==> src/hdl/ins_pkg.sv <==
`timescale 1ns / 1ps

package ins_pkg;

    localparam int COLS_W     = 6;
    localparam int ROWS_W     = 16;
    localparam int THR_W      = 4;
    localparam int CFG_DATA_W = 16;
    localparam int CFG_IDX_W  = 2;

    localparam logic [COLS_W-1:0] COLS_RST = 6'd30;
    localparam logic [ROWS_W-1:0] ROWS_RST = 16'd20;
    localparam logic [THR_W-1:0]  THR_RST  = 4'd1;

    typedef enum logic [CFG_IDX_W-1:0] {
        CFG_COLS   = 2'd0,
        CFG_ROWS   = 2'd1,
        CFG_THRESH = 2'd2
    } cfg_idx_t;

    // result order within one input item
    typedef enum logic [1:0] {
        SLOT_MID   = 2'd0,
        SLOT_LEFT  = 2'd1,
        SLOT_FINAL = 2'd2
    } slot_t;

    typedef struct packed {
        logic up;
        logic down;
        logic left;
        logic right;
    } nb_valid_t;

endpackage

==> src/hdl/ins_cell.sv <==
`timescale 1ns / 1ps

module ins_cell #(
    parameter int PIXEL_BITS = 4
) (
    input  logic                  clk,
    input  logic                  shift_en,
    input  logic [PIXEL_BITS-1:0] pend_in,
    input  logic [PIXEL_BITS-1:0] smooth_in,
    output logic [PIXEL_BITS-1:0] pend,
    output logic [PIXEL_BITS-1:0] smooth
);

    logic [PIXEL_BITS-1:0] pend_reg;
    logic [PIXEL_BITS-1:0] smooth_reg;

    always_ff @(posedge clk)
    begin
        if (shift_en)
        begin
            pend_reg   <= pend_in;
            smooth_reg <= smooth_in;
        end
    end

    assign pend   = pend_reg;
    assign smooth = smooth_reg;

endmodule

==> src/hdl/ins_smooth.sv <==
`timescale 1ns / 1ps

module ins_smooth #(
    parameter int PIXEL_BITS = 4
) (
    input  logic [PIXEL_BITS-1:0]      center,
    input  logic [PIXEL_BITS-1:0]      up,
    input  logic [PIXEL_BITS-1:0]      down,
    input  logic [PIXEL_BITS-1:0]      left,
    input  logic [PIXEL_BITS-1:0]      right,
    input  ins_pkg::nb_valid_t         valid,
    input  logic [ins_pkg::THR_W-1:0]  threshold,
    output logic [PIXEL_BITS-1:0]      result
);

    import ins_pkg::*;

    localparam int SUM_W  = PIXEL_BITS + 2;
    localparam int SHIFT  = SUM_W + 1;
    localparam int PROD_W = SUM_W + SHIFT;
    localparam int DIFF_W = (PIXEL_BITS > THR_W) ? PIXEL_BITS : THR_W;
    // ceil(2^SHIFT / 3): exact floor(x / 3) for every x below 2^SUM_W
    localparam logic [SHIFT-1:0] DIV3_MUL = SHIFT'(((64'd1 << SHIFT) + 64'd2) / 64'd3);

    logic [PIXEL_BITS-1:0] nb   [4];
    logic [PIXEL_BITS-1:0] diff [4];
    logic [3:0]            vb;
    logic [3:0]            close;
    logic [SUM_W-1:0]      sum;
    logic [2:0]            cnt;
    logic [PROD_W-1:0]     prod;
    logic [PIXEL_BITS-1:0] mean;

    always_comb
    begin
        nb[0] = up;
        nb[1] = down;
        nb[2] = left;
        nb[3] = right;
        vb    = {valid.right, valid.left, valid.down, valid.up};
        sum   = '0;
        for (int i = 0; i < 4; i++)
        begin
            diff[i]  = (center > nb[i]) ? (center - nb[i]) : (nb[i] - center);
            close[i] = vb[i] && (DIFF_W'(diff[i]) <= DIFF_W'(threshold));
            sum      = sum + (vb[i] ? SUM_W'(nb[i]) : '0);
        end
        cnt  = 3'($countones(vb));
        prod = PROD_W'(sum) * PROD_W'(DIV3_MUL);
    end

    always_comb
    begin
        case (cnt)
            3'd1:    mean = sum[PIXEL_BITS-1:0];
            3'd2:    mean = sum[PIXEL_BITS:1];
            3'd3:    mean = prod[SHIFT +: PIXEL_BITS];
            3'd4:    mean = sum[PIXEL_BITS+1:2];
            default: mean = center;
        endcase
        result = ((close == 4'd0) && (cnt != 3'd0)) ? mean : center;
    end

endmodule

==> src/hdl/impulse_noise_smoother_top.sv <==
`timescale 1ns / 1ps

// The result for row r-1, column c is queued when row r, column c is taken, then registered out.
// Throughput: one item per cycle along a row, held while an item's results are still queued
//   or the output stalls; the column ring then turns idle until its head is back at column 0;
//   last-row items after the first emit two results (three at the last column), one per cycle.
// Reset: position, ring head, left neighbors and handshakes clear, registers take their
//   defaults; line cells hold nothing valid until written.
module impulse_noise_smoother_top #(
    parameter int MAX_COLS   = 32,
    parameter int PIXEL_BITS = 4
) (
    input  logic                              clk,
    input  logic                              rst_n,
    input  logic                              s_axis_tvalid,
    output logic                              s_axis_tready,
    input  logic [((PIXEL_BITS+7)/8)*8-1:0]   s_axis_tdata,   // pixel_in
    output logic                              m_axis_tvalid,
    input  logic                              m_axis_tready,
    output logic [((PIXEL_BITS+7)/8)*8-1:0]   m_axis_tdata,   // pixel_out
    output logic                              m_axis_tlast,   // run_last
    output logic                              m_axis_tuser,   // frame_end
    input  logic                              cfg_we,
    input  logic [ins_pkg::CFG_IDX_W-1:0]     cfg_index,
    input  logic [ins_pkg::CFG_DATA_W-1:0]    cfg_data
);

    import ins_pkg::*;

    localparam int TDATA_W = ((PIXEL_BITS + 7) / 8) * 8;
    localparam int IDX_W   = $clog2(MAX_COLS);
    localparam int CNT_W   = ($clog2(MAX_COLS + 1) > COLS_W) ? $clog2(MAX_COLS + 1) : COLS_W;

    logic [COLS_W-1:0]     cols_cfg_reg;
    logic [ROWS_W-1:0]     rows_cfg_reg;
    logic [THR_W-1:0]      thr_reg;

    logic [IDX_W-1:0]      pos_c_reg;
    logic [ROWS_W-1:0]     row_reg;
    logic [IDX_W-1:0]      head_reg;
    logic [PIXEL_BITS-1:0] left_reg;
    logic [PIXEL_BITS-1:0] last_left_reg;

    logic                  bnd_busy_reg;
    slot_t                 bnd_slot_reg;
    slot_t                 bnd_top_reg;
    logic [PIXEL_BITS-1:0] bnd_a_reg;
    logic [PIXEL_BITS-1:0] bnd_b_reg;
    logic [PIXEL_BITS-1:0] bnd_pix_reg;

    logic                  m_tvalid_reg;
    logic [PIXEL_BITS-1:0] pix_out_reg;
    logic                  last_out_reg;
    logic                  fend_out_reg;

    logic [CNT_W-1:0]      cols_wide;
    logic [CNT_W-1:0]      cols_eff;
    logic [CNT_W-1:0]      last_idx;
    logic [IDX_W-1:0]      c_eff;
    logic [ROWS_W-1:0]     rows_eff;
    logic [ROWS_W-1:0]     r_eff;
    logic                  last_row;
    logic                  last_col;
    logic                  first_row;
    logic                  c_nz;
    logic                  c_ge2;
    logic                  aligned;
    logic                  rotate;
    logic                  accept;
    logic                  bnd_move;
    logic                  bnd_done;
    logic                  bundle_free;
    logic                  out_free;
    logic [IDX_W-1:0]      head_inc;
    slot_t                 acc_top;
    slot_t                 slot_inc;

    logic [PIXEL_BITS-1:0] pix;
    logic [PIXEL_BITS-1:0] res_a;
    logic [PIXEL_BITS-1:0] res_b;
    logic [PIXEL_BITS-1:0] res_final;
    logic [PIXEL_BITS-1:0] emit_pix;
    logic                  emit_last;
    logic                  emit_fend;
    nb_valid_t             va;
    nb_valid_t             vb;
    nb_valid_t             vf;

    logic [PIXEL_BITS-1:0] cell_pend   [MAX_COLS];
    logic [PIXEL_BITS-1:0] cell_smooth [MAX_COLS];
    logic [PIXEL_BITS-1:0] wrap_pend;
    logic [PIXEL_BITS-1:0] wrap_smooth;

    // configuration
    always_ff @(posedge clk or negedge rst_n)
    begin
        if (!rst_n)
        begin
            cols_cfg_reg <= COLS_RST;
            rows_cfg_reg <= ROWS_RST;
            thr_reg      <= THR_RST;
        end
        else if (cfg_we)
        begin
            case (cfg_index)
                CFG_COLS:   cols_cfg_reg <= cfg_data[COLS_W-1:0];
                CFG_ROWS:   rows_cfg_reg <= cfg_data[ROWS_W-1:0];
                CFG_THRESH: thr_reg      <= cfg_data[THR_W-1:0];
                default:    ;
            endcase
        end
    end

    // geometry, with saturation of a position past a shrunk frame
    always_comb
    begin
        cols_wide = CNT_W'(cols_cfg_reg);
        if (cols_wide < CNT_W'(2))
            cols_eff = CNT_W'(2);
        else if (cols_wide > CNT_W'(MAX_COLS))
            cols_eff = CNT_W'(MAX_COLS);
        else
            cols_eff = cols_wide;
        last_idx  = cols_eff - CNT_W'(1);
        c_eff     = (CNT_W'(pos_c_reg) > last_idx) ? last_idx[IDX_W-1:0] : pos_c_reg;
        rows_eff  = (rows_cfg_reg < ROWS_W'(2)) ? ROWS_W'(2) : rows_cfg_reg;
        r_eff     = (row_reg > rows_eff - ROWS_W'(1)) ? (rows_eff - ROWS_W'(1)) : row_reg;
        last_row  = (r_eff == rows_eff - ROWS_W'(1));
        last_col  = (CNT_W'(c_eff) == last_idx);
        first_row = (r_eff == '0);
        c_nz      = (c_eff != '0);
        c_ge2     = (CNT_W'(c_eff) >= CNT_W'(2));
        head_inc  = (head_reg == IDX_W'(MAX_COLS - 1)) ? '0 : (head_reg + IDX_W'(1));
    end

    // handshake
    assign pix           = s_axis_tdata[PIXEL_BITS-1:0];
    assign aligned       = (head_reg == c_eff);
    assign out_free      = !m_tvalid_reg || m_axis_tready;
    assign bnd_move      = bnd_busy_reg && out_free;
    assign bnd_done      = bnd_move && (bnd_slot_reg == bnd_top_reg);
    assign bundle_free   = !bnd_busy_reg || bnd_done;
    assign s_axis_tready = aligned && bundle_free;
    assign accept        = s_axis_tvalid && s_axis_tready;
    assign rotate        = accept || !aligned;

    // column ring: cell k holds column head + k
    assign wrap_pend   = accept ? pix : cell_pend[0];
    assign wrap_smooth = (accept && !first_row) ? res_a : cell_smooth[0];

    for (genvar k = 0; k < MAX_COLS; k++)
    begin : g_cell
        if (k == MAX_COLS - 1)
        begin : g_wrap
            ins_cell #(
                .PIXEL_BITS (PIXEL_BITS)
            ) u_cell (
                .clk       (clk),
                .shift_en  (rotate),
                .pend_in   (wrap_pend),
                .smooth_in (wrap_smooth),
                .pend      (cell_pend[k]),
                .smooth    (cell_smooth[k])
            );
        end
        else
        begin : g_link
            ins_cell #(
                .PIXEL_BITS (PIXEL_BITS)
            ) u_cell (
                .clk       (clk),
                .shift_en  (rotate),
                .pend_in   (cell_pend[k+1]),
                .smooth_in (cell_smooth[k+1]),
                .pend      (cell_pend[k]),
                .smooth    (cell_smooth[k])
            );
        end
    end

    // neighbor sets
    always_comb
    begin
        va.up    = (r_eff >= ROWS_W'(2));
        va.down  = 1'b1;
        va.left  = c_nz;
        va.right = !last_col;
        vb.up    = 1'b1;
        vb.down  = 1'b0;
        vb.left  = c_ge2;
        vb.right = 1'b1;
        vf.up    = 1'b1;
        vf.down  = 1'b0;
        vf.left  = 1'b1;
        vf.right = 1'b0;
    end

    ins_smooth #(
        .PIXEL_BITS (PIXEL_BITS)
    ) u_mid (
        .center    (cell_pend[0]),
        .up        (cell_smooth[0]),
        .down      (pix),
        .left      (left_reg),
        .right     (cell_pend[1 % MAX_COLS]),
        .valid     (va),
        .threshold (thr_reg),
        .result    (res_a)
    );

    ins_smooth #(
        .PIXEL_BITS (PIXEL_BITS)
    ) u_left (
        .center    (cell_pend[MAX_COLS-1]),
        .up        (cell_smooth[MAX_COLS-1]),
        .down      (pix),
        .left      (last_left_reg),
        .right     (pix),
        .valid     (vb),
        .threshold (thr_reg),
        .result    (res_b)
    );

    ins_smooth #(
        .PIXEL_BITS (PIXEL_BITS)
    ) u_final (
        .center    (bnd_pix_reg),
        .up        (bnd_a_reg),
        .down      (bnd_pix_reg),
        .left      (bnd_b_reg),
        .right     (bnd_pix_reg),
        .valid     (vf),
        .threshold (thr_reg),
        .result    (res_final)
    );

    // results of one item
    always_comb
    begin
        if (!last_row)
            acc_top = SLOT_MID;
        else if (last_col)
            acc_top = SLOT_FINAL;
        else if (c_nz)
            acc_top = SLOT_LEFT;
        else
            acc_top = SLOT_MID;
    end

    always_comb
    begin
        case (bnd_slot_reg)
            SLOT_MID:   slot_inc = SLOT_LEFT;
            SLOT_LEFT:  slot_inc = SLOT_FINAL;
            SLOT_FINAL: slot_inc = SLOT_FINAL;
            default:    slot_inc = SLOT_MID;
        endcase
    end

    always_comb
    begin
        case (bnd_slot_reg)
            SLOT_MID:   emit_pix = bnd_a_reg;
            SLOT_LEFT:  emit_pix = bnd_b_reg;
            SLOT_FINAL: emit_pix = res_final;
            default:    emit_pix = bnd_a_reg;
        endcase
        emit_last = (bnd_slot_reg == bnd_top_reg);
        emit_fend = (bnd_slot_reg == SLOT_FINAL);
    end

    // control state
    always_ff @(posedge clk or negedge rst_n)
    begin
        if (!rst_n)
        begin
            pos_c_reg     <= '0;
            row_reg       <= '0;
            head_reg      <= '0;
            left_reg      <= '0;
            last_left_reg <= '0;
            bnd_busy_reg  <= 1'b0;
            bnd_slot_reg  <= SLOT_MID;
            bnd_top_reg   <= SLOT_MID;
            m_tvalid_reg  <= 1'b0;
        end
        else
        begin
            if (rotate)
                head_reg <= head_inc;

            if (out_free)
                m_tvalid_reg <= bnd_move;

            if (accept && !first_row)
            begin
                bnd_busy_reg <= 1'b1;
                bnd_slot_reg <= SLOT_MID;
                bnd_top_reg  <= acc_top;
            end
            else if (bnd_move)
            begin
                if (bnd_done)
                    bnd_busy_reg <= 1'b0;
                else
                    bnd_slot_reg <= slot_inc;
            end

            if (accept)
            begin
                if (last_col)
                begin
                    pos_c_reg     <= '0;
                    left_reg      <= '0;
                    last_left_reg <= '0;
                    row_reg       <= last_row ? '0 : (r_eff + ROWS_W'(1));
                end
                else
                begin
                    pos_c_reg <= c_eff + IDX_W'(1);
                    row_reg   <= r_eff;
                    if (!first_row)
                        left_reg <= res_a;
                    if (last_row && c_nz)
                        last_left_reg <= res_b;
                end
            end
        end
    end

    // payload
    always_ff @(posedge clk)
    begin
        if (accept)
        begin
            bnd_a_reg   <= res_a;
            bnd_b_reg   <= res_b;
            bnd_pix_reg <= pix;
        end
        if (bnd_move)
        begin
            pix_out_reg  <= emit_pix;
            last_out_reg <= emit_last;
            fend_out_reg <= emit_fend;
        end
    end

    assign m_axis_tvalid = m_tvalid_reg;
    assign m_axis_tdata  = TDATA_W'(pix_out_reg);
    assign m_axis_tlast  = last_out_reg;
    assign m_axis_tuser  = fend_out_reg;

`ifndef SYNTH
    a_fend_is_last: assert property (@(posedge clk) disable iff (!rst_n)
        m_axis_tvalid && m_axis_tuser |-> m_axis_tlast)
        else $error("frame end without run end");

    a_bundle_hold: assert property (@(posedge clk) disable iff (!rst_n)
        bnd_busy_reg && !bnd_done |-> !s_axis_tready)
        else $error("item taken while results still queued");

    a_bundle_load: assert property (@(posedge clk) disable iff (!rst_n)
        accept && !first_row |=> bnd_busy_reg && (bnd_slot_reg == SLOT_MID))
        else $error("results of item not queued");

    a_slot_range: assert property (@(posedge clk) disable iff (!rst_n)
        bnd_busy_reg |-> bnd_slot_reg <= bnd_top_reg)
        else $error("result slot past end of run");

    a_ring_step: assert property (@(posedge clk) disable iff (!rst_n)
        accept |=> head_reg == $past(head_inc))
        else $error("column ring out of step");
`endif

endmodule
==> config.mk <==
export PLATFORM = sky130hd
export DESIGN_NAME = impulse_noise_smoother_top
export DESIGN_NICKNAME = d
export VERILOG_FILES = /design/src/hdl/ins_pkg.sv /design/src/hdl/ins_cell.sv /design/src/hdl/ins_smooth.sv /design/src/hdl/impulse_noise_smoother_top.sv
export SDC_FILE = /design/constraint.sdc
export NUM_CORES = 1
export LEC_CHECK = 0
export BUFFER_PORTS_ARGS = -buffer_cell sky130_fd_sc_hd__buf_2
export CORE_AREA = 2 2 224 226
export CTS_CLUSTER_DIAMETER = 200
export CTS_CLUSTER_SIZE = 40
export DETAILED_ROUTE_END_ITERATION = 8
export DIE_AREA = 0 0 226 228
export PLACE_DENSITY_LB_ADDON = 0.25
export SLEW_MARGIN = 10
export SYNTH_ARGS = -nofsm -noshare
export SYNTH_HDL_FRONTEND = slang
export SYNTH_SLANG_ARGS = --single-unit
==> constraint.sdc <==
create_clock -name clk -period 9.8 [get_ports clk]
set_clock_uncertainty 0.05 [all_clocks]
set_input_delay 1.47 -clock clk [delete_from_list [all_inputs] [get_ports clk]]
set_output_delay 1.47 -clock clk [all_outputs]
set_load 0.01 [all_outputs]
**Yosys cells after proc, flatten, opt, wreduce, memory -nomap -nowiden**

Index checks and enable logic that the tools add are counted.

- Register bits after elaboration: 340
- Output and inout bits: 12
- Latch bits: 0
- Word-level logic and storage cells: 246
- Memories: 0
- Memory bits (writable): 0
- ROM bits: 0

- Reduce and logical (&&, ||, !) cells: 40
- Multiply operators: 2
- $add $sub $neg: 34
- Equality and inequality tests: 19
- Bitwise gates (word level): 0
- Order comparisons: 25
- Divide/modulo/power cells: 0
- Muxes and demuxes: 44
- Shifts and indexed selects: 0

Operators with widths:

| kind | count |
|---|---|
| $mux W4 | 22 |
| $sub A4 B4 Y4 | 18 |
| $mux W16 | 4 |
| $gt A4 B4 Y1 | 9 |
| $le A4 B4 Y1 | 9 |
| $pmux W4 S4 | 2 |
| $mul A6 B6 Y11 const B | 2 |
| $add A16 B1 Y16 const B | 1 |
| $eq A16 B16 Y1 | 1 |
| $ge A16 B2 Y1 const B | 1 |
| $gt A16 B16 Y1 | 1 |
| $logic_not A16 Y1 | 1 |
| $lt A16 B2 Y1 const B | 1 |
| $sub A16 B1 Y16 const B | 1 |
| $mux W5 | 3 |
| $reduce_and A2 Y1 | 7 |
| $add A6 B4 Y6 | 2 |
| $add A6 B6 Y6 | 2 |
| $eq A3 B2 Y1 const B | 4 |
| $logic_and A1 B1 Y1 | 12 |
| $logic_not A4 Y1 | 3 |
| $mux W6 | 2 |
| $add A5 B1 Y5 const B | 2 |
| $mux W2 | 5 |
| 31 further kinds | 49 |

**Depth between registers and ports, before layout**

Gate-level depths: netlist of the first run.

- Depth after elaboration: 15
- Gate-level depth with buffers: 49
- Gate-level depth less buffers: 46

**By module**

From an unflattened synthesis of the first run, not the netlist that was laid out.

- Cell total of the unflattened synthesis: 1847
- Area total of the unflattened synthesis: 21724.6 um^2

By module, submodules not included:

| module | seq. area each (um^2) | area an instance (um^2) | cells each | instances |
|---|---|---|---|---|
| ins_cell | 240.2 | 240.2 | 8 | 32 |
| impulse_noise_smoother_top | 2200.9 | 6050.8 | 660 | 1 |
| ins_smooth (u_final) | 0.0 | 2713.9 | 314 | 1 |
| ins_smooth (u_left) | 0.0 | 2652.5 | 312 | 1 |
| ins_smooth (u_mid) | 0.0 | 2620.0 | 305 | 1 |

**Least setup slack after synthesis of the first run**

No wires, ideal clock.

- Path kind: reg2reg
- Start point: reg rows_cfg_reg[12]
- End point: reg g_cell[31].g_wrap.u_cell.smooth_reg[3], data pin
- Slack: -0.484 ns
- Buffers on the path: 3
- Required time: 9.488 ns
- Stages on the path, launching flop included: 45
- Arrival time: 9.973 ns
- Setup time: 0.262 ns
- Cell sequence: dfrtp_1 clkbuf_1 nor4_1 nand4_1 nand2_1 ha_1 clkbuf_1 nand4_1 nor3_1 xnor2_1 ha_1 nand4_1 or2_2 nor3_1 a22o_1 o21ai_0 a31oi_1 clkbuf_1 (+9 left out) ha_1 inv_1 fa_1 xnor2_1 ha_1 ha_1 fa_1 ha_1 and3_1 a31o_2 a21o_1 a21oi_1 nor2b_1 o21ai_0 nand2b_1 a311o_1 mux2i_1 o21ai_0

- Cells in the longest elaborated chain, start to end: 14

Ends and longest elaborated chain:

| what | RTL line | text |
|---|---|---|
| start, declared | impulse_noise_smoother_top.sv:35 | `logic [ROWS_W-1:0] rows_cfg_reg;` |
| start signal, assigned | impulse_noise_smoother_top.sv:107 | `CFG_ROWS: rows_cfg_reg <= cfg_data[ROWS_W-1:0];` |
| $lt A16 B2 Y1 | impulse_noise_smoother_top.sv:126 | `rows_eff = (rows_cfg_reg < ROWS_W'(2)) ? ROWS_W'(2) : rows_cfg_reg;` |
| $mux W16 (*) | impulse_noise_smoother_top.sv:126 |  |
| $sub A16 B1 Y16 (*) | impulse_noise_smoother_top.sv:127 | `r_eff = (row_reg > rows_eff - ROWS_W'(1)) ? (rows_eff - ROWS_W'(1)) : row_reg;` |
| $gt A16 B16 Y1 | impulse_noise_smoother_top.sv:127 |  |
| $mux W16 (*) | impulse_noise_smoother_top.sv:127 |  |
| $ge A16 B2 Y1 | impulse_noise_smoother_top.sv:184 | `va.up = (r_eff >= ROWS_W'(2));` |
| $mux W4 | ins_smooth.sv:46 | `sum = sum + (vb[i] ? SUM_W'(nb[i]) : '0);` |
| $add A6 B4 Y6 | ins_smooth.sv:46 |  |
| $add A6 B6 Y6 (2 in a row) | ins_smooth.sv:46 |  |
| $mul A6 B6 Y11 | ins_smooth.sv:49 | `prod = PROD_W'(sum) * PROD_W'(DIV3_MUL);` |
| $pmux W4 S4 | ins_smooth.sv:54 | `case (cnt)` |
| $mux W4 | ins_smooth.sv:61 | `result = ((close == 4'd0) && (cnt != 3'd0)) ? mean : center;` |
| $mux W4 (*) | impulse_noise_smoother_top.sv:149 | `assign wrap_smooth = (accept && !first_row) ? res_a : cell_smooth[0];` |
| net g_cell[31].g_wrap.u_cell.smooth_in[3] | ins_cell.sv:9 | `input logic [PIXEL_BITS-1:0] smooth_in,` |
| end signal, assigned | ins_cell.sv:22 | `smooth_reg <= smooth_in;` |
| end, declared | ins_cell.sv:15 | `logic [PIXEL_BITS-1:0] smooth_reg;` |

Mark *: on every way through the listed nets, which the timed path passes. The rest lies on a longest branch.
A chain may end at the register's enable or synchronous reset.

**Worst setup path after layout of the first run**

- Start point: reg rows_cfg_reg[12]
- End point: reg bnd_a_reg[3], data pin

- Cells in the longest elaborated chain, start to end: 13

Ends and longest elaborated chain:

| what | RTL line | text |
|---|---|---|
| $lt A16 B2 Y1 | impulse_noise_smoother_top.sv:126 |  |
| $mux W16 (*) | impulse_noise_smoother_top.sv:126 |  |
| $sub A16 B1 Y16 (*) | impulse_noise_smoother_top.sv:127 |  |
| $gt A16 B16 Y1 | impulse_noise_smoother_top.sv:127 |  |
| $mux W16 (*) | impulse_noise_smoother_top.sv:127 |  |
| $ge A16 B2 Y1 (*) | impulse_noise_smoother_top.sv:184 |  |
| $mux W4 | ins_smooth.sv:46 |  |
| $add A6 B4 Y6 | ins_smooth.sv:46 |  |
| $add A6 B6 Y6 (2 in a row) | ins_smooth.sv:46 |  |
| $mul A6 B6 Y11 | ins_smooth.sv:49 |  |
| $pmux W4 S4 | ins_smooth.sv:54 |  |
| $mux W4 (*) | ins_smooth.sv:61 |  |
| net res_a[3] | impulse_noise_smoother_top.sv:79 | `logic [PIXEL_BITS-1:0] res_a;` |
| end signal, assigned | impulse_noise_smoother_top.sv:336 | `bnd_a_reg <= res_a;` |
| end, declared | impulse_noise_smoother_top.sv:47 | `logic [PIXEL_BITS-1:0] bnd_a_reg;` |

Marked as above.

==> flow_summary.json, run 1 <==
{
  "yosys-top-cells-area": "edfxtp_1 (43%), ha_1 (13%), dfrtp_1 (7.8%), fa_1 (4.3%), inv_1 (2.6%)",
  "grt_pass1_vias": 11800,
  "fmax_ghz": 0.107,
  "hold_path.startpoint": "g_cell[2].g_link.u_cell.pend[1]",
  "num_vias": 11800,
  "start_util_pct": 38.5,
  "fin_crit_sh_pct": 95.2,
  "antenna_found_initial": 1,
  "numCtsBuffers": 12,
  "via_per_inst": 5.09,
  "fin_cells": 2314,
  "synth_area_um2": 19000,
  "cp_common_cell": "ha_1",
  "clkTransAtPathRegs_ns": 0.15,
  "drt-pass1-iter-count": 5,
  "track_usage_pct": 14.9,
  "ant_nets": 0,
  "fp.dieW_um": 226,
  "core_um2": 49300,
  "antenna-diode-count": 0,
  "ctsRootBufferMaster": "clkbuf_16",
  "r2r_cells": 44,
  "cpMaxStageDelayCell": "fa_1",
  "cts_tree": "yes",
  "gp_congestion": 0.871,
  "place_hpwl_mm": 27.2,
  "clk_path_buf_depth": 3,
  "synth_enable_flop_cells": 274,
  "synth_top_cell_by_area": "edfxtp_1",
  "synthDominantCellAreaShare_pct": 43.3,
  "num_rows": 82,
  "clock_latency_ns": 0.55,
  "finalSetupViolations": 0,
  "port_buffers": 34,
  "max_cap_violations": 0,
  "run_status": "completed",
  "rr_startpoint": "rows_cfg_reg[12]",
  "cpPeakStageDelay_ns": 0.54,
  "startpoint": "rows_cfg_reg[12]",
  "min_path_cells": 0,
  "die_area_um2": 51500,
  "grt_use_met3_pct": 2.04,
  "cp_max_fo": 4,
  "final_common_cell": "edfxtp_1",
  "synthDistinctLibCells": 80,
  "fp.dieH_um": 228,
  "synth-seq-cells": 340,
  "seq_area_frac_synth_pct": 52.1,
  "num_io_pins": 43,
  "top_usage_layer": "met2",
  "dr.first_iter.drc_count": 711,
  "final_cell_mix": "edfxtp_1 (274), ha_1 (187), inv_1 (128)",
  "cp-start-kind": "register",
  "cts_num_sinks": 340,
  "grt_max_degree": 178,
  "placed_cells": 2287,
  "place_area_um2": 20400,
  "arrival_ns": 9.60,
  "drt_wl_total_mm": 38.3,
  "area_growth_pct": 10.9,
  "overflow": 0,
  "fin_area_um2": 21100,
  "grt_util_met1_pct": 21.2,
  "maxSlewViolCount": 0,
  "cts.htree.levels": 1,
  "wl_per_cell_um": 16.6,
  "fin_nets": 1899,
  "grt_first_pass_wirelength_mm": 61.8,
  "endpoint_kind": "register",
  "synth_cells": 1547,
  "synth-async-reset-ratio_pct": 19.4,
  "use_met2_pct": 24.0,
  "ys_warn_count": 0,
  "min_path_type": "reg2reg",
  "fill_cells": 4574,
  "fin_crit_ns": 9.33,
  "slew_headroom_pct": 37.4,
  "critical_path_class": "reg2reg",
  "tightest_slew_ns": 0.939,
  "hold_viol_final": 0,
  "route.detailed.drc": 0,
  "synthFlopType": "edfxtp_1",
  "drive_above_1_share_pct": 14.3,
  "cp.required_ns": 10.06,
  "synth.avg_cell_area_um2": 12.3
}
[cells by family after synthesis]
family	share of synthesized area, %
muxes	4.82
AOI/OAI and AO/OA	9.88
and+or+nand+nor	9.49
xor gates and xnor gates	3.31
adders and majority gates	16.9
buffers and inverters	3.50
DFF	52.1
other	0.0197
[synth_stat cells, drive strengths merged (20+ instances only)]
library cell	instances
a21o	34
a21oi	87
clkbuf	28
dfrtp	59
edfxtp	274
fa	41
ha	191
inv	133
mux2	41
mux2i	44
nand2	98
nand2b	20
nand3	20
nor2	84
nor2b	20
o21ai	76
xnor2	39
xor2	32
[layer usage]
metal	vias up	routed length, um	share of wire (%)
met1	5809	18800	49
met4	2	801	2.1
met2	161	17300	45
met3	41	1410	3.7
met5	-	10	0.026
li1	5768	-	-
[per-stage QoR]
stage / hold slack (ns) / setup TNS (ns) / setup WS, ns / utilization, %
final: 0.368 / 0 / 0.467 / 42.7
after global routing: 0.377 / -0.0940 / -0.0705 / 42.7
after CTS: 0.375 / 0 / 0.0220 / 42.1
after detailed placement: 0.355 / -0.153 / -0.0666 / 41.4
after global placement: 0.351 / 0 / 0.0571 / 41.4
after floorplan: 0.350 / 0 / 0.00704 / -
[final timing paths]
kind	to	slack, ns
worst max-delay path	bnd_a_reg[3]	0.47
worst min-delay path	g_cell[1].g_link.u_cell.pend[1]	0.37
worst max register to register	bnd_a_reg[3]	0.47
worst min register to register	g_cell[1].g_link.u_cell.pend[1]	0.37
max in group asynchronous	cols_cfg_reg[0]	8.00
min in group asynchronous	rows_cfg_reg[3]	1.09
[layout make-up]
class	count	area, um2	area share [%]
multi-input combinational	1038	8670	41.2
tap	672	841	3.99
inverter	133	507	2.41
sequential	340	9890	46.9
clock buffer	19	348	1.65
timing repair buffer	111	788	3.74
clock inverter	1	20.0	0.0950
[worst max-delay path, delay by kind of cell (launching register included)]
| kind | cells | cell delay [ns] |
|---|---|---|
| compound gates | 8 | 1.61 |
| xor+xnor | 2 | 0.26 |
| fa+ha+maj | 11 | 3.54 |
| buf+inv | 7 | 0.55 |
| flops | 1 | 0.41 |
| mux | 1 | 0.19 |
| simple gates | 15 | 2.51 |
[what timing repair did]
| action | 4_1_cts | 5_1_grt |
|---|---|---|
| resized for setup | 3 | 41 |
| endpoints found under the setup margin | 6 | 15 |
| pin swaps | 0 | 28 |
| setup buffers | 0 | 6 |
| cloned | 0 | 0 |
| hold buffers | 0 | 0 |
Power of run 1 is left out: the tool's default activity adds up to more than one toggle a clock period on the data nets, which glitch-free logic cannot reach.
==> inputs of run 2 (changes only) <==
--- a/config.mk
+++ b/config.mk
@@ -5,13 +5,15 @@
 export SDC_FILE = /design/constraint.sdc
 export NUM_CORES = 1
 export LEC_CHECK = 0
+export ABC_AREA = 1
 export BUFFER_PORTS_ARGS = -buffer_cell sky130_fd_sc_hd__buf_2
-export CORE_AREA = 2 2 224 226
+export CORE_AREA = 2 2 223 225
 export CTS_CLUSTER_DIAMETER = 200
 export CTS_CLUSTER_SIZE = 40
 export DETAILED_ROUTE_END_ITERATION = 8
-export DIE_AREA = 0 0 226 228
+export DIE_AREA = 0 0 225 227
 export PLACE_DENSITY_LB_ADDON = 0.25
+export REMOVE_ABC_BUFFERS = 1
 export SLEW_MARGIN = 10
 export SYNTH_ARGS = -nofsm -noshare
 export SYNTH_HDL_FRONTEND = slang
==> run 2 against run 1 <==
  * Sequential share of layout area increased by 1.1 points
  * Highest routed layer is now met4
  * Non-clock buffer count decreased by 10
  * Hold slack improved by 0.0029 ns
  * Critical path type unchanged
==> flow_summary.json, run 2 <==
{
  "run_status": "completed",
  "cts_tree": "yes",
  "start_util_pct": 38.7,
  "grt_pass1_vias": 11800,
  "min_path_type": "reg2reg",
  "hold_path_end": "g_cell[27].g_link.u_cell.pend[2]",
  "finalSetupViolations": 0,
  "worstReg2RegEnd": "g_cell[31].g_wrap.u_cell.smooth[3]",
  "netlist_top_cells_count": "edfxtp_1 (274), inv_1 (270), nand2_1 (233), ha_1 (191), nor2_1 (111)",
  "hold_path.startpoint": "g_cell[28].g_link.u_cell.pend[2]",
  "grt_max_degree": 167,
  "num_io_pins": 43,
  "yosysMostFrequentCell": "edfxtp_1",
  "max_cap_violations": 0,
  "fmax_ghz": 0.109,
  "ant_nets": 0,
  "ys_warn_count": 0,
  "die_area_um2": 51100,
  "via_per_inst": 4.89,
  "synth_top_cell_by_area": "edfxtp_1",
  "cp-start-kind": "register",
  "rr_startpoint": "rows_cfg_reg[9]",
  "drt-pass1-iter-count": 5,
  "rrSetupSlack_ns": 0.61,
  "wl_per_cell_um": 14.8,
  "clk_path_buf_depth": 3,
  "hold_viol_final": 0,
  "num_rows": 81,
  "clkTransAtPathRegs_ns": 0.15,
  "fp.dieH_um": 227,
  "final_common_cell": "edfxtp_1",
  "slew_headroom_pct": 38.7,
  "antenna_found_initial": 1,
  "gp_congestion": 0.885,
  "fin_crit_sh_pct": 93.8,
  "synthDominantCellAreaShare_pct": 43.8,
  "grt_setup_unrepaired": "true",
  "core_um2": 48500,
  "synth_enable_flop_cells": 274,
  "synth-seq-cells": 340,
  "synth_cells": 1713,
  "synth.avg_cell_area_um2": 11.0,
  "numCtsBuffers": 12,
  "dr.first_iter.drc_count": 811,
  "drive_above_1_share_pct": 11.6,
  "synthFlopType": "edfxtp_1",
  "synth-async-reset-ratio_pct": 19.4,
  "fin_crit_ns": 9.19,
  "cts.htree.levels": 1,
  "track_usage_pct": 14.5,
  "cpPeakStageDelay_ns": 0.54,
  "cts_num_sinks": 340,
  "min_path_cells": 0,
  "fin_nets": 2070,
  "antenna-diode-count": 0,
  "cts-hold-fix-buffers": 0,
  "r2r_cells": 56,
  "arrival_ns": 9.40,
  "fp.dieW_um": 225,
  "yosys-top-cells-area": "edfxtp_1 (44%), ha_1 (13%), dfrtp_1 (7.9%), inv_1 (5.4%), nand2_1 (4.7%)",
  "cp_max_fo": 13,
  "ctsRootBufferMaster": "clkbuf_16",
  "synthDistinctLibCells": 56,
  "route.detailed.drc": 0,
  "hold_slack_ns": 0.371,
  "num_vias": 11900,
  "grt_first_pass_wirelength_mm": 59.9,
  "endpoint_kind": "register",
  "overflow": 0,
  "place_hpwl_mm": 26.7,
  "critical_path_class": "reg2reg",
  "final.setup.tns_ns": 0,
  "area_growth_pct": 9.54,
  "final_cell_mix": "edfxtp_1 (274), inv_1 (269), nand2_1 (230)",
  "cpMaxStageDelayCell": "fa_1",
  "maxSlewViolCount": 0,
  "final_core_util_pct": 42.4,
  "synth_area_um2": 18800,
  "cp_common_cell": "inv_1",
  "drt_wl_total_mm": 36.1,
  "port_buffers": 34,
  "seq_area_frac_synth_pct": 52.7,
  "clock_latency_ns": 0.55,
  "cp.required_ns": 10.01,
  "tightest_slew_ns": 0.919
}
==> run 2: cell count changes in the layout (fill, tap and decap cells not counted), moves of 14 or more <==
cell      delta
inv_1      +141
nand2_1    +134
nand3_1     +82
mux2i_1     -35
a21o_1      -34
mux2_2      -25
o21ai_0     +21
nand2b_1    -20
nor2_1      +19
nor2b_1     -18
xnor2_1     -18
a21oi_1     -16
a22o_1      -15
xor2_1      +14
==> run 2: kinds of logic after synthesis <==
group | count (synthesis) | synth area share [%]
xor gates and xnor gates | 63 | 2.94
muxes | 23 | 1.33
other | 1 | 0.0200
buffers and inverters | 298 | 6.34
DFF | 340 | 52.7
AOI/OAI and AO/OA | 223 | 6.76
and+or+nand+nor | 533 | 12.9
adders and majority gates | 232 | 17.1
==> run 2: how the worst max path moves through the flow <==
stage,start,end,cells after the start
global placement,rows_cfg_reg[9],g_cell[31].g_wrap.u_cell.smooth[3],56
CTS,rows_cfg_reg[9],g_cell[31].g_wrap.u_cell.smooth[3],56
global route,rows_cfg_reg[9],g_cell[31].g_wrap.u_cell.smooth[3],56
finish,rows_cfg_reg[9],g_cell[31].g_wrap.u_cell.smooth[3],56
floorplan,rows_cfg_reg[3],bnd_a_reg[3],59
detailed placement,rows_cfg_reg[9],g_cell[31].g_wrap.u_cell.smooth[3],56
==> run 2: critical path, delay by kind of cell (launching register included) <==
family | cells | cell delay [ns]
XOR/XNOR | 3 | 0.54
flip-flops | 1 | 0.45
buffers and inverters | 12 | 0.94
adder cells (fa/ha/maj) | 9 | 3.28
AND/OR/NAND/NOR | 27 | 3.02
AO/OA/AOI/OAI | 5 | 0.61
==> run 2: layer usage <==
| metal | up-vias | track usage [%] | part of all wire [%] |
|---|---|---|---|
| met4 | 0 | 3.03 | 1.7 |
| li1 | 5974 | - | - |
| met5 | - | 0 | 0 |
| met2 | 145 | 23.8 | 45 |
| met1 | 5745 | 20.7 | 50 |
| met3 | 27 | 1.91 | 3.4 |
==> run 2: what timing repair did <==
item	4_1_cts	5_1_grt
setup endpoints to repair	0	12
setup buffers	0	5
gates resized for setup	0	30
==> run 2: per-stage QoR <==
| stage | instances | instance area, um2 | setup slack, ns |
|---|---|---|---|
| finish | 2434 | 20600 | 0.605 |
| detailed placement | 2410 | 20100 | 0.223 |
| floorplan | 1692 | 18600 | 0.686 |
| global route | 2434 | 20600 | -0.148 |
| global placement | 2410 | 20100 | 0.189 |
| CTS | 2429 | 20400 | 0.0991 |
==> run 2: layout make-up <==
class / count / area [um2]
multi-input cells: 1078 / 7830
clock inverters: 3 / 40.0
fillers: 4522 / 28000
repair buffers: 101 / 686
well taps: 622 / 778
clock buffers: 16 / 315
inverters: 274 / 1030
flip-flops and latches: 340 / 9890
Power of run 2 is left out for the same reason.
==> inputs of run 3 (changes only) <==
--- a/config.mk
+++ b/config.mk
@@ -13,7 +13,6 @@
 export DETAILED_ROUTE_END_ITERATION = 8
 export DIE_AREA = 0 0 225 227
 export PLACE_DENSITY_LB_ADDON = 0.25
-export REMOVE_ABC_BUFFERS = 1
 export SLEW_MARGIN = 10
 export SYNTH_ARGS = -nofsm -noshare
 export SYNTH_HDL_FRONTEND = slang
==> run 3 against run 2 <==
  * Setup slack worse by 0.10 ns
  * Count of clock-buffer cells in the layout is 3 higher
  * Utilization is 0.28 points higher
  * Sequential share of layout area is 0.32 points lower
  * Maximum frequency down 1.1%
  * Register-to-register slack worse by 0.10 ns
  * Cell count is 0.49% higher
  * Non-clock buffer count increased by 11
  * First-iteration DRC count increased by 29%
  * Critical path depth did not move
  * Critical endpoint unchanged
  * Largest cell class unchanged
==> flow_summary.json, run 3 (synthesis results as in run 2) <==
{
  "run_status": "completed",
  "dr.first_iter.drc_count": 1043,
  "fin_cells": 2446,
  "grt_max_degree": 152,
  "arrival_ns": 9.51,
  "cts.htree.levels": 1,
  "hold_viol_final": 0,
  "drt-pass1-iter-count": 5,
  "num_io_pins": 43,
  "num_vias": 12200,
  "regArea_um2": 9890,
  "cpPeakStageDelay_ns": 0.54,
  "fmax_ghz": 0.108,
  "track_usage_pct": 14.8,
  "cts_num_sinks": 340,
  "hold_slack_ns": 0.371,
  "antenna_found_initial": 1,
  "drt_wl_total_mm": 37.1,
  "core_um2": 48500,
  "clock_latency_ns": 0.53,
  "cp-start-kind": "register",
  "cpMaxStageDelayCell": "fa_1",
  "maxSlewViolCount": 0,
  "numCtsBuffers": 12,
  "multi_input_area_um2": 7870,
  "worst-path-buf-inv": 11,
  "ctsRootBufferMaster": "clkbuf_16",
  "grt_pass1_vias": 11900,
  "final_cell_mix": "edfxtp_1 (274), inv_1 (266), nand2_1 (226)",
  "r2r_cells": 56,
  "cts_tree": "yes",
  "min_path_type": "reg2reg",
  "area_growth_pct": 10.2,
  "cp.required_ns": 10.01,
  "crit_family": "adder cells",
  "fp.dieW_um": 225,
  "start_util_pct": 38.7,
  "overflow": 0,
  "placed_cells": 2418,
  "drive_above_1_share_pct": 12.7,
  "rr_startpoint": "rows_cfg_reg[2]",
  "worstReg2RegEnd": "g_cell[31].g_wrap.u_cell.smooth[3]",
  "fin_crit_sh_pct": 94.9,
  "cts-hold-fix-buffers": 0,
  "fin_area_um2": 20700,
  "fin_nets": 2081,
  "critical_path_class": "reg2reg",
  "slew_headroom_pct": 39.2,
  "grt_first_pass_wirelength_mm": 61.0,
  "crit_path_end": "g_cell[31].g_wrap.u_cell.smooth[3]",
  "endpoint_kind": "register",
  "finalSetupViolations": 0,
  "die_area_um2": 51100,
  "antenna-diode-count": 0,
  "min_path_cells": 0,
  "fin_crit_ns": 9.30,
  "rrSetupSlack_ns": 0.50,
  "via_per_inst": 4.97,
  "clk_path_buf_depth": 3,
  "final_common_cell": "edfxtp_1",
  "ant_nets": 0,
  "cp_max_fo": 10,
  "fill_cells": 4571,
  "num_rows": 81,
  "wl_per_cell_um": 15.2,
  "route.detailed.drc": 0,
  "place_area_um2": 20100,
  "clkTransAtPathRegs_ns": 0.14,
  "max_cap_violations": 0,
  "tightest_slew_ns": 0.912,
  "place_hpwl_mm": 27.3,
  "fp.dieH_um": 227,
  "startpoint": "rows_cfg_reg[2]",
  "critical_path_depth": 56,
  "gp_congestion": 0.900,
  "port_buffers": 34
}
run 3: cell type report:
cell class,instances,share of cell area [%]
clock inverters,1,0.0967
inverters,274,4.97
flip-flops and latches,340,47.8
clock buffers,19,1.68
repair buffers,112,3.71
well taps,622,3.76
multi-input cells,1078,38.0
run 3: layer usage:
metal	share of wire, %	GRT usage, %	wire length (um)	vias to the layer above
met5	0.019	0	7	-
met4	1.7	3.03	643	2
met3	3.5	1.83	1310	39
met2	45	23.8	16700	186
met1	50	21.7	18500	5907
li1	-	-	-	6016
run 3: stage by stage:
| stage | setup TNS (ns) | utilization [%] | setup WS, ns |
|---|---|---|---|
| 6_report | 0 | 42.6 | 0.504 |
| 5_1_grt | -0.187 | 42.6 | -0.112 |
| 4_1_cts | 0 | 42.2 | 0.107 |
| 3_5_place_dp | 0 | 41.5 | 0.163 |
| 3_3_place_gp | 0 | 41.5 | 0.272 |
| 2_1_floorplan | 0 | - | 0.788 |
run 3: what timing repair did:
item                       4_1_cts  5_1_grt
gates resized for setup          0       42
buffers inserted                 0        8
setup endpoints to repair        0       11
run 3: worst min path at each step:
stage	start	to	slack (ns)
2_1_floorplan	g_cell[1].g_link.u_cell.smooth[0]	g_cell[0].g_link.u_cell.smooth[0]	0.35
3_3_place_gp	g_cell[13].g_link.u_cell.pend[3]	g_cell[12].g_link.u_cell.pend[3]	0.35
3_5_place_dp	g_cell[15].g_link.u_cell.smooth[1]	g_cell[14].g_link.u_cell.smooth[1]	0.35
4_1_cts	g_cell[8].g_link.u_cell.pend[2]	g_cell[7].g_link.u_cell.pend[2]	0.36
5_1_grt	g_cell[8].g_link.u_cell.pend[2]	g_cell[7].g_link.u_cell.pend[2]	0.37
6_report	g_cell[8].g_link.u_cell.pend[2]	g_cell[7].g_link.u_cell.pend[2]	0.37
Power of run 3 is left out for the same reason.
